<file path="src/sv/mpd_pkg.sv">
`default_nettype none

package mpd_pkg;

    localparam int unsigned POS_WIDTH_DEF = 16;
    localparam int unsigned NUM_BTN       = 3;
    localparam int unsigned OUT_POS_W     = 16;

    typedef enum logic [1:0] {
        KIND_PRESS   = 2'd0,
        KIND_RELEASE = 2'd1,
        KIND_HELD    = 2'd2
    } kind_t;

    typedef enum logic [1:0] {
        BTN_LEFT   = 2'd0,
        BTN_RIGHT  = 2'd1,
        BTN_MIDDLE = 2'd2
    } btn_t;

    // one possible event per button, built when the packet is taken
    typedef struct packed {
        logic       valid;
        kind_t      kind;
        logic [2:0] held;
    } slot_t;

endpackage

`default_nettype wire

</file>
<file path="src/sv/mpd_btn_events.sv">
`default_nettype none

module mpd_btn_events (
    input  wire logic                                 [2:0] prev_btn,
    input  wire logic                                 [2:0] now_btn,
    output      mpd_pkg::slot_t [mpd_pkg::NUM_BTN-1:0]      slots
);

    always_comb begin
        logic [2:0] run_held;
        run_held = prev_btn;
        for (int i = 0; i < mpd_pkg::NUM_BTN; i++) begin
            // buttons not yet examined keep their old state in the mask
            run_held[i]    = now_btn[i];
            slots[i].held  = run_held;
            slots[i].valid = prev_btn[i] | now_btn[i];
            unique case ({prev_btn[i], now_btn[i]})
                2'b01:   slots[i].kind = mpd_pkg::KIND_PRESS;
                2'b10:   slots[i].kind = mpd_pkg::KIND_RELEASE;
                2'b11:   slots[i].kind = mpd_pkg::KIND_HELD;
                default: slots[i].kind = mpd_pkg::KIND_HELD;
            endcase
        end
    end

endmodule

`default_nettype wire

</file>
<file path="src/sv/mouse_packet_event_decoder_top.sv">
`default_nettype none

// Mouse packet decoder. Each request on the s_ side is one three-byte packet;
// its X delta is added to, and its Y delta subtracted from, a saturating
// pointer position of POS_WIDTH bits, and for left, right and middle in that
// order each button that was or is down yields one event on the m_ side
// (0 to 3 events, tlast on the final one). A packet is decoded in the cycle
// it is taken and its events are held in a three-slot event register that
// drives the output port directly; events leave one per cycle while m_tready
// is high, and the next packet is taken in the same cycle as the last event
// of the previous one, or whenever no events are pending.
module mouse_packet_event_decoder_top #(
    parameter int unsigned POS_WIDTH = mpd_pkg::POS_WIDTH_DEF
) (
    input  wire logic        aclk,
    input  wire logic        aresetn,
    input  wire logic        s_tvalid,
    output      logic        s_tready,
    input  wire logic [23:0] s_tdata,   // status_byte, dx_byte, dy_byte
    output      logic        m_tvalid,
    input  wire logic        m_tready,
    output      logic [39:0] m_tdata,   // button_id, pointer_x, pointer_y, held_mask, zero pad
    output      logic [1:0]  m_tuser,   // event_kind
    output      logic        m_tlast
);

    localparam int unsigned NB = mpd_pkg::NUM_BTN;
    localparam int unsigned OW = mpd_pkg::OUT_POS_W;

    logic signed [POS_WIDTH-1:0] pos_x_reg, pos_x_next;
    logic signed [POS_WIDTH-1:0] pos_y_reg, pos_y_next;
    logic        [NB-1:0]        prev_reg;
    logic        [NB-1:0]        pend_reg, pend_next;
    mpd_pkg::slot_t [NB-1:0]     slot_reg;
    mpd_pkg::slot_t [NB-1:0]     slots;
    logic signed [OW-1:0]        out_x_reg, out_y_reg;

    logic                        s_take, m_take;
    logic        [NB-1:0]        now_btn, new_pend, sel, rest;
    logic signed [POS_WIDTH:0]   sum_x, sum_y;
    logic signed [POS_WIDTH:0]   dx_ext, dy_ext;
    mpd_pkg::slot_t              cur;
    mpd_pkg::btn_t               cur_btn;

    localparam logic signed [POS_WIDTH-1:0] POS_MAX = {1'b0, {(POS_WIDTH-1){1'b1}}};
    localparam logic signed [POS_WIDTH-1:0] POS_MIN = {1'b1, {(POS_WIDTH-1){1'b0}}};

    assign now_btn = s_tdata[NB-1:0];

    mpd_btn_events u_btn (
        .prev_btn (prev_reg),
        .now_btn  (now_btn),
        .slots    (slots)
    );

    always_comb begin
        for (int i = 0; i < NB; i++) begin
            new_pend[i] = slots[i].valid;
        end
    end

    // saturating position update, one guard bit
    always_comb begin
        dx_ext = (POS_WIDTH+1)'($signed(s_tdata[15:8]));
        dy_ext = (POS_WIDTH+1)'($signed(s_tdata[23:16]));
        sum_x  = {pos_x_reg[POS_WIDTH-1], pos_x_reg} + dx_ext;
        sum_y  = {pos_y_reg[POS_WIDTH-1], pos_y_reg} - dy_ext;
        if (sum_x[POS_WIDTH] != sum_x[POS_WIDTH-1]) begin
            pos_x_next = sum_x[POS_WIDTH] ? POS_MIN : POS_MAX;
        end else begin
            pos_x_next = sum_x[POS_WIDTH-1:0];
        end
        if (sum_y[POS_WIDTH] != sum_y[POS_WIDTH-1]) begin
            pos_y_next = sum_y[POS_WIDTH] ? POS_MIN : POS_MAX;
        end else begin
            pos_y_next = sum_y[POS_WIDTH-1:0];
        end
    end

    // lowest pending slot goes out first
    always_comb begin
        priority if (pend_reg[0]) begin
            sel     = 3'b001;
            cur     = slot_reg[0];
            cur_btn = mpd_pkg::BTN_LEFT;
        end else if (pend_reg[1]) begin
            sel     = 3'b010;
            cur     = slot_reg[1];
            cur_btn = mpd_pkg::BTN_RIGHT;
        end else begin
            sel     = pend_reg & 3'b100;
            cur     = slot_reg[2];
            cur_btn = mpd_pkg::BTN_MIDDLE;
        end
    end

    assign rest     = pend_reg & ~sel;
    assign m_tvalid = |pend_reg;
    assign m_tlast  = ~|rest;
    assign m_take   = m_tvalid & m_tready;
    assign s_tready = ~m_tvalid | (m_take & m_tlast);
    assign s_take   = s_tvalid & s_tready;

    assign m_tuser = cur.kind;
    assign m_tdata = {3'b000, cur.held, out_y_reg, out_x_reg, cur_btn};

    always_comb begin
        pend_next = pend_reg;
        if (m_take) begin
            pend_next = rest;
        end
        if (s_take) begin
            pend_next = new_pend;
        end
    end

    always_ff @(posedge aclk) begin
        if (!aresetn) begin
            pos_x_reg <= '0;
            pos_y_reg <= '0;
            prev_reg  <= '0;
            pend_reg  <= '0;
        end else begin
            pend_reg <= pend_next;
            if (s_take) begin
                pos_x_reg <= pos_x_next;
                pos_y_reg <= pos_y_next;
                prev_reg  <= now_btn;
            end
        end
    end

    always_ff @(posedge aclk) begin
        if (s_take) begin
            slot_reg  <= slots;
            out_x_reg <= OW'(pos_x_next);
            out_y_reg <= OW'(pos_y_next);
        end
    end

endmodule

`default_nettype wire

</file>
<file path="config.mk">
export PLATFORM = sky130hd
export DESIGN_NAME = mouse_packet_event_decoder_top
export DESIGN_NICKNAME = d
export VERILOG_FILES = /design/src/sv/mpd_pkg.sv /design/src/sv/mpd_btn_events.sv /design/src/sv/mouse_packet_event_decoder_top.sv
export SDC_FILE = /design/constraint.sdc
export NUM_CORES = 1
export LEC_CHECK = 0
export BUFFER_PORTS_ARGS = -buffer_cell sky130_fd_sc_hd__buf_4
export CORE_UTILIZATION = 30
export DETAILED_ROUTE_END_ITERATION = 8
export GPL_TIMING_DRIVEN = 0
export PLACE_DENSITY = 0.49
export SETUP_SLACK_MARGIN = 0.15
export SYNTH_ARGS = -nofsm -noshare
export SYNTH_HDL_FRONTEND = slang
export SYNTH_SLANG_ARGS = --single-unit
</file>
<file path="constraint.sdc">
create_clock -name aclk -period 2.9 [get_ports aclk]
set_clock_uncertainty 0.15 [all_clocks]
set_input_delay 0.29 -clock aclk [delete_from_list [all_inputs] [get_ports aclk]]
set_output_delay 0.29 -clock aclk [all_outputs]
set_load 0.005 [all_outputs]
</file>
==> impl_metrics.yaml, run 1 <==
timing:
  worst_slack_ns: -0.1330
  finalSetupTns_ns: -2.776
  post-route-period-util_pct: 104.6
  final-hold-violation-count: 0
  setup_viol: 28
  slew_headroom_pct: 61.23
  fin_hold_ws_ns: 0.1077
  fin_crit_ns: 3.033
  finalMaxSlewViolations: 0
  worst_slew_pin_slew_ns: 0.5815
  rsz0062_at_grt: "true"
  max_freq_mhz: 329.7
worst_setup_path:
  cp_max_fo: 5
  worstSetupPathType: "register to register"
  rrSetupSlack_ns: -0.13
  cp-start-kind: "register"
  critPathSlowestCell: "a221o_1"
  worstPathArrival_ns: 2.97
  cpPeakStageDelay_ns: 0.37
  cp_cell_sequence: "inv_2, ha_4, inv_2, fa_2, a211oi_2, nor2_2, o31ai_4, o31ai_4, a221o_1, a21boi_4, buf_8, maj3_2"
  timing.rr.start: "pos_y_reg[0]"
  required_ns: 2.84
  reg2reg_depth: 12
  rr_endpoint: "out_y_reg[10]"
  crit_family: "compound AO/OA/AOI/OAI gates"
  cp-end-kind: "register"
  path_buf_inv: 3
routing:
  via_per_inst: 4.813
  dr.first_iter.drc_count: 204
  dr.pass1.iters: 8
  drc: 0
  ant_nets: 0
  wl_per_cell_um: 15.05
  totalWireLength_mm: 12.30
  dr_total_vias: 3932
status:
  failed_checks: "setup timing"
  status: "finished, violations left"
grt:
  grt_pass1_vias: 3739
  overflow: 0
  grt_pass1_wl_mm: 19.18
  grtUsageTotal_pct: 15.19
  grt_max_degree: 53
  grt_antenna_before_repair: 0
hold_path:
  min_path_type: "input port to register"
  hp-start: "s_tvalid"
  hold_end: "pend_reg[0]"
  whs_path_depth: 3
yosys:
  ys_types: 61
  ys_warn_count: 0
  seq_area_frac_synth_pct: 41.85
  ys.flop_type: "edfxtp_1"
  async_flop_share_pct: 0
  syn_inst: 495
  synth_area_per_cell_um2: 9.906
  synth_area_um2: 4903
  synth_edf_count: 43
  ys_ff_latch: 81
floorplanning:
  core-area_um2: 15940
  die_x_um: 129.8
  dieArea_um2: 16860
  fp.dieH_um: 129.8
  initial_core_util_pct: 30.76
  fp-row-count: 46
  io_pins: 73
power_and_ir_drop:
  leakage_nw: 2.770
  power.total_mw: 4.838
  p_per_area_nw_per_um2: 751.4
  vdd_drop_max_uv: 375.1
layout:
  layout_common_cells: "81 x buf_4, 46 x o21ai_0, 43 x edfxtp_1"
  drive_above_1_share_pct: 31.11
  nets: 664
  fin_util_pct: 40.39
  final_common_cell: "buf_4"
  antennaDiodeCount: 0
  area_growth_syn_to_layout_pct: 31.31
placed_design:
  portBuffers: 63
  gp_congestion: 0.8372
  dpl_worst_slack_ns: -0.4907
  dp_hpwl_mm: 8.297
clocking:
  cts_tree: "done"
  cts_buffers: 9
  path_clk_slew_ns: 0.06
  root_buffer: "clkbuf_16"
  cts_buffer_depth: 2
  clk_latency_ns: 0.35
  cts_max_level: 3
  cts_sinks: 81
run:
  maxCapViolCount: 0
## worst min-delay path, cell delays in order
cell	delay, ns
buf_4	0.10
a32oi_1	0.08
nor2b_1	0.10
## metrics by stage
stage / cells / cell area [um2]
detailed placement: 776 / 5662
global route: 817 / 6439
global placement: 776 / 5662
floorplan: 497 / 4918
CTS: 811 / 6352
finish: 817 / 6439
## cells in the mapped netlist, types with 3 or more instances
cell | instances | area [um2]
a21boi_0 | 9 | 67.56
a21boi_1 | 5 | 37.54
a21o_1 | 10 | 75.07
a21oi_1 | 21 | 105.1
a21oi_2 | 3 | 26.28
a311oi_1 | 3 | 26.28
a31oi_1 | 5 | 31.28
buf_4 | 4 | 30.03
clkbuf_1 | 15 | 56.30
dfxtp_1 | 38 | 760.7
edfxtp_1 | 43 | 1291
ha_1 | 38 | 475.5
inv_1 | 40 | 150.1
maj3_1 | 13 | 130.1
maj3_2 | 13 | 146.4
nand2_1 | 41 | 153.9
nand2b_1 | 4 | 25.02
nand3_1 | 8 | 40.04
nor2_1 | 31 | 116.4
nor2b_1 | 6 | 37.54
nor3_1 | 3 | 15.01
o211a_1 | 4 | 40.04
o21a_1 | 5 | 37.54
o21ai_0 | 48 | 240.2
o21ba_1 | 7 | 70.07
o21ba_2 | 7 | 70.07
o21bai_1 | 3 | 22.52
or3_1 | 5 | 31.28
xnor2_1 | 13 | 113.9
xor2_1 | 11 | 96.34
## report_power, final
group | internal, mW | leakage [nW] | switching [mW]
combinational | 1.00 | 1.88 | 1.01
clock | 0.760 | 0.159 | 0.461
sequential | 1.51 | 0.730 | 0.0928
## area by class of cell
type                            count  area, um2
Clock inverter                      2      35.03
Tap cell                          216      270.3
Clock buffer                       14      284.0
Sequential cell                    81       2056
Multi-Input combinational cell    353       2778
Fill cell                        1599       9504
Inverter                           41      158.9
Buffer                             22      135.1
Timing Repair Buffer               88      721.9
## worst max path at each step
| stage | startpoint | end | slack (ns) | depth (start not counted) |
|---|---|---|---|---|
| after global placement | s_tdata[23] | out_y_reg[4] | -0.50 | 13 |
| after detailed placement | s_tdata[23] | out_y_reg[4] | -0.49 | 13 |
| final | pos_y_reg[0] | out_y_reg[10] | -0.13 | 12 |
| after floorplan | pos_y_reg[0] | out_y_reg[10] | -0.02 | 12 |
| after global routing | pos_y_reg[0] | pos_y_reg[10] | -0.27 | 14 |
| after CTS | pos_y_reg[0] | out_y_reg[10] | -0.17 | 12 |
## logic make-up (layout without fill, tap and decap cells)
group | after synthesis | count (layout) | share of synthesized area (%)
compound gates | 151 | 151 | 21.64
xor+xnor | 24 | 24 | 4.287
fa+ha+maj | 66 | 66 | 16.15
buf+inv | 63 | 167 | 5.460
flops | 81 | 81 | 41.85
mux | 4 | 4 | 0.8676
other cells | 1 | 3 | 0.07648
simple gates | 105 | 105 | 9.671
## metal layers
metal	vias to the layer above	global-route usage, %	part of all wire [%]
met3	13	2.870	3.5
li1	1965	-	-
met4	0	6.908	1.8
met2	80	23.78	45
met1	1874	20.30	49
met5	-	0	0
## timing repair
action,in CTS,in global routing
cloned,3,0
endpoints found under the hold margin,3,0
setup endpoints to repair,106,109
pin swaps,24,18
hold buffers,3,0
resized for setup,51,17
buffers inserted,13,6
(Power assumes the default switching activity.)
==> run 2: changes to the inputs <==
Settings changed: SYNTH_HIERARCHICAL from default to 1, TNS_END_PERCENT from default to 50.
==> run 2 against run 1 <==
The flow still finishes with violations (setup timing). Critical endpoint is now out_y_reg[2]. Global-route usage is 0.19 points higher. Highest routed layer unchanged. Clock power is 4% lower. Critical path depth down 1.
==> impl_metrics.yaml, run 2 <==
worst_setup_path:
  worstSetupPathType: "register to register"
  reg2reg_depth: 11
  cp-end-kind: "register"
  rrSetupSlack_ns: -0.02
  cp_max_fo: 6
  worstPathArrival_ns: 2.87
  required_ns: 2.85
  cp-start-kind: "register"
  rr_endpoint: "out_y_reg[2]"
  timing.rr.start: "pos_y_reg[1]"
routing:
  dr.pass1.iters: 4
  totalWireLength_mm: 12.93
  via_per_inst: 4.924
  dr_total_vias: 4171
  ant_nets: 0
  drc: 0
  wl_per_cell_um: 15.26
  dr.first_iter.drc_count: 198
status:
  failed_checks: "setup timing"
  status: "finished, violations left"
timing:
  finalMaxSlewViolations: 0
  worst_slack_ns: -0.02207
  slew_headroom_pct: 58.51
  fin_hold_ws_ns: 0.02983
  rsz0062_at_grt: "true"
  final-hold-violation-count: 0
  worst_slew_pin_slew_ns: 0.6223
  fin_crit_ns: 2.922
  max_freq_mhz: 342.2
  setup_viol: 6
  post-route-period-util_pct: 100.8
floorplanning:
  initial_core_util_pct: 31.00
  core-area_um2: 16060
  fp-row-count: 46
  dieArea_um2: 17110
  fp.dieH_um: 130.8
  io_pins: 73
  die_x_um: 130.8
yosys:
  ys_warn_count: 6
  synthAdderAreaFrac_pct: 10.58
  synthTopCellsByCount: "61 x o21ai_0, 49 x nand2_1, 47 x edfxtp_1, 38 x dfxtp_1, 38 x ha_1"
  synth_area_um2: 4977
  async_flop_share_pct: 0
  synth_compound_area_share_pct: 22.83
  synth_xor_area_share_pct: 4.374
  yosysTopAreaCell: "edfxtp_1"
  synth_edf_count: 47
  ys_ff_latch: 85
  synth_top_family_by_area: "compound AO/OA/AOI/OAI gates"
  synth_top_area_share_pct: 28.36
  muxShareOfSynthArea_pct: 1.232
  synthSimpleGateAreaFrac_pct: 10.56
  yosys-top-cells-area: "edfxtp_1 28%, dfxtp_1 15%, ha_1 9.6%, o21ai_0 6.1%, a21oi_1 3.7%"
  syn_inst: 522
  ys.flop_type: "edfxtp_1"
  seq_area_frac_synth_pct: 43.64
  synth_area_per_cell_um2: 9.535
  synth.most_common_cell: "o21ai_0"
  ys_types: 59
layout:
  multi_input_comb_area_um2: 2783
  antennaDiodeCount: 0
  area_growth_syn_to_layout_pct: 34.09
  fin_area_um2: 6674
  nets: 695
  final_common_cell: "buf_4"
  fillers: 1560
  fin_util_pct: 41.56
  seqCellArea_um2: 2177
  final-instance-count-excl-fill: 847
  layout_common_cells: "98 x buf_4, 47 x edfxtp_1, 46 x nand2_1"
  drive_above_1_share_pct: 31.06
power_and_ir_drop:
  vdd_drop_max_uv: 354.5
  p_per_area_nw_per_um2: 797.1
  leakage_nw: 2.774
clocking:
  root_buffer: "clkbuf_16"
  cts_tree: "done"
  cts_buffers: 9
  postCtsHoldBufs: 0
  cts_sinks: 85
  cts_max_level: 3
  path_clk_slew_ns: 0.06
  cts_buffer_depth: 2
  clk_latency_ns: 0.35
placed_design:
  portBuffers: 64
  dp_hpwl_mm: 8.561
  dp_cells: 804
  dpl-instance-area_um2: 5737
  gp_congestion: 0.9100
grt:
  grt_max_degree: 57
  grt_antenna_before_repair: 0
  grt_pass1_wl_mm: 19.80
  grtUsageTotal_pct: 15.38
  overflow: 0
  grt_pass1_vias: 3989
hold_path:
  whs_path_depth: 2
  hp-start: "m_tready"
  hold_end: "pend_reg[2]"
  min_path_type: "input port to register"
run:
  maxCapViolCount: 0
run 2: timing repair:
| item | in CTS | in global routing |
|---|---|---|
| pin swaps | 17 | 25 |
| gates cloned | 3 | 2 |
| setup endpoints to repair | 109 | 109 |
| buffers inserted | 10 | 13 |
| resized for setup | 70 | 33 |
run 2: power by group:
group          switching (mW)  total, mW  internal, mW
combinational            1.28       2.44          1.16
sequential             0.0913       1.70          1.61
clock                   0.464       1.17         0.709
total                    1.84       5.32          3.48
run 2: worst max path at each step:
stage	from	depth (start not counted)	end
3_3_place_gp	s_tdata[16]	14	out_y_reg[4]
2_1_floorplan	pos_y_reg[0]	14	out_y_reg[0]
3_5_place_dp	s_tdata[16]	14	out_y_reg[4]
5_1_grt	pos_y_reg[0]	13	pos_y_reg[14]
6_report	pos_y_reg[1]	11	out_y_reg[2]
4_1_cts	pos_y_reg[0]	13	pos_y_reg[14]
run 2: metrics by stage:
stage | power, mW | worst slack, ns | setup TNS, ns
CTS | 5.078 | -0.04000 | -0.3067
detailed placement | 3.509 | -0.5054 | -36.33
global route | 5.642 | -0.1373 | -1.930
finish | 5.320 | -0.02207 | -0.07924
global placement | 3.495 | -0.5102 | -36.98
floorplan | 2.891 | -0.02227 | -0.06497
run 2: cell type report:
| class | instances | share of cell area [%] |
|---|---|---|
| buffer | 35 | 4.106 |
| sequential | 85 | 32.62 |
| inverter | 34 | 1.912 |
| timing repair buffer | 92 | 11.19 |
| clock buffer | 13 | 3.900 |
| tap | 216 | 4.049 |
| clock inverter | 2 | 0.5249 |
| multi-input combinational | 370 | 41.69 |
run 2: critical path: stages (launching register included):
cell	delay, ns
dfxtp_4	0.35
ha_1	0.26
nor2b_1	0.15
o31a_1	0.28
o31a_1	0.28
a41o_1	0.26
o22a_1	0.20
xnor2_2	0.17
buf_6	0.17
buf_12	0.15
o21ai_4	0.16
nand2_1	0.08
run 2: cell families (layout without fill, tap and decap cells):
| group | after synthesis | in the layout |
|---|---|---|
| AO/OA/AOI/OAI | 180 | 180 |
| XOR/XNOR | 24 | 24 |
| adder cells (fa/ha/maj) | 41 | 41 |
| buffers and inverters | 69 | 176 |
| flip-flops | 85 | 85 |
| multiplexers | 6 | 6 |
| other | 1 | 3 |
| AND/OR/NAND/NOR | 116 | 116 |
run 2: metal layers:
metal	wire [um]	global-route usage [%]
met5	0	0
met4	245	5.950
met3	527	3.379
met2	6137	25.71
met1	6017	19.31
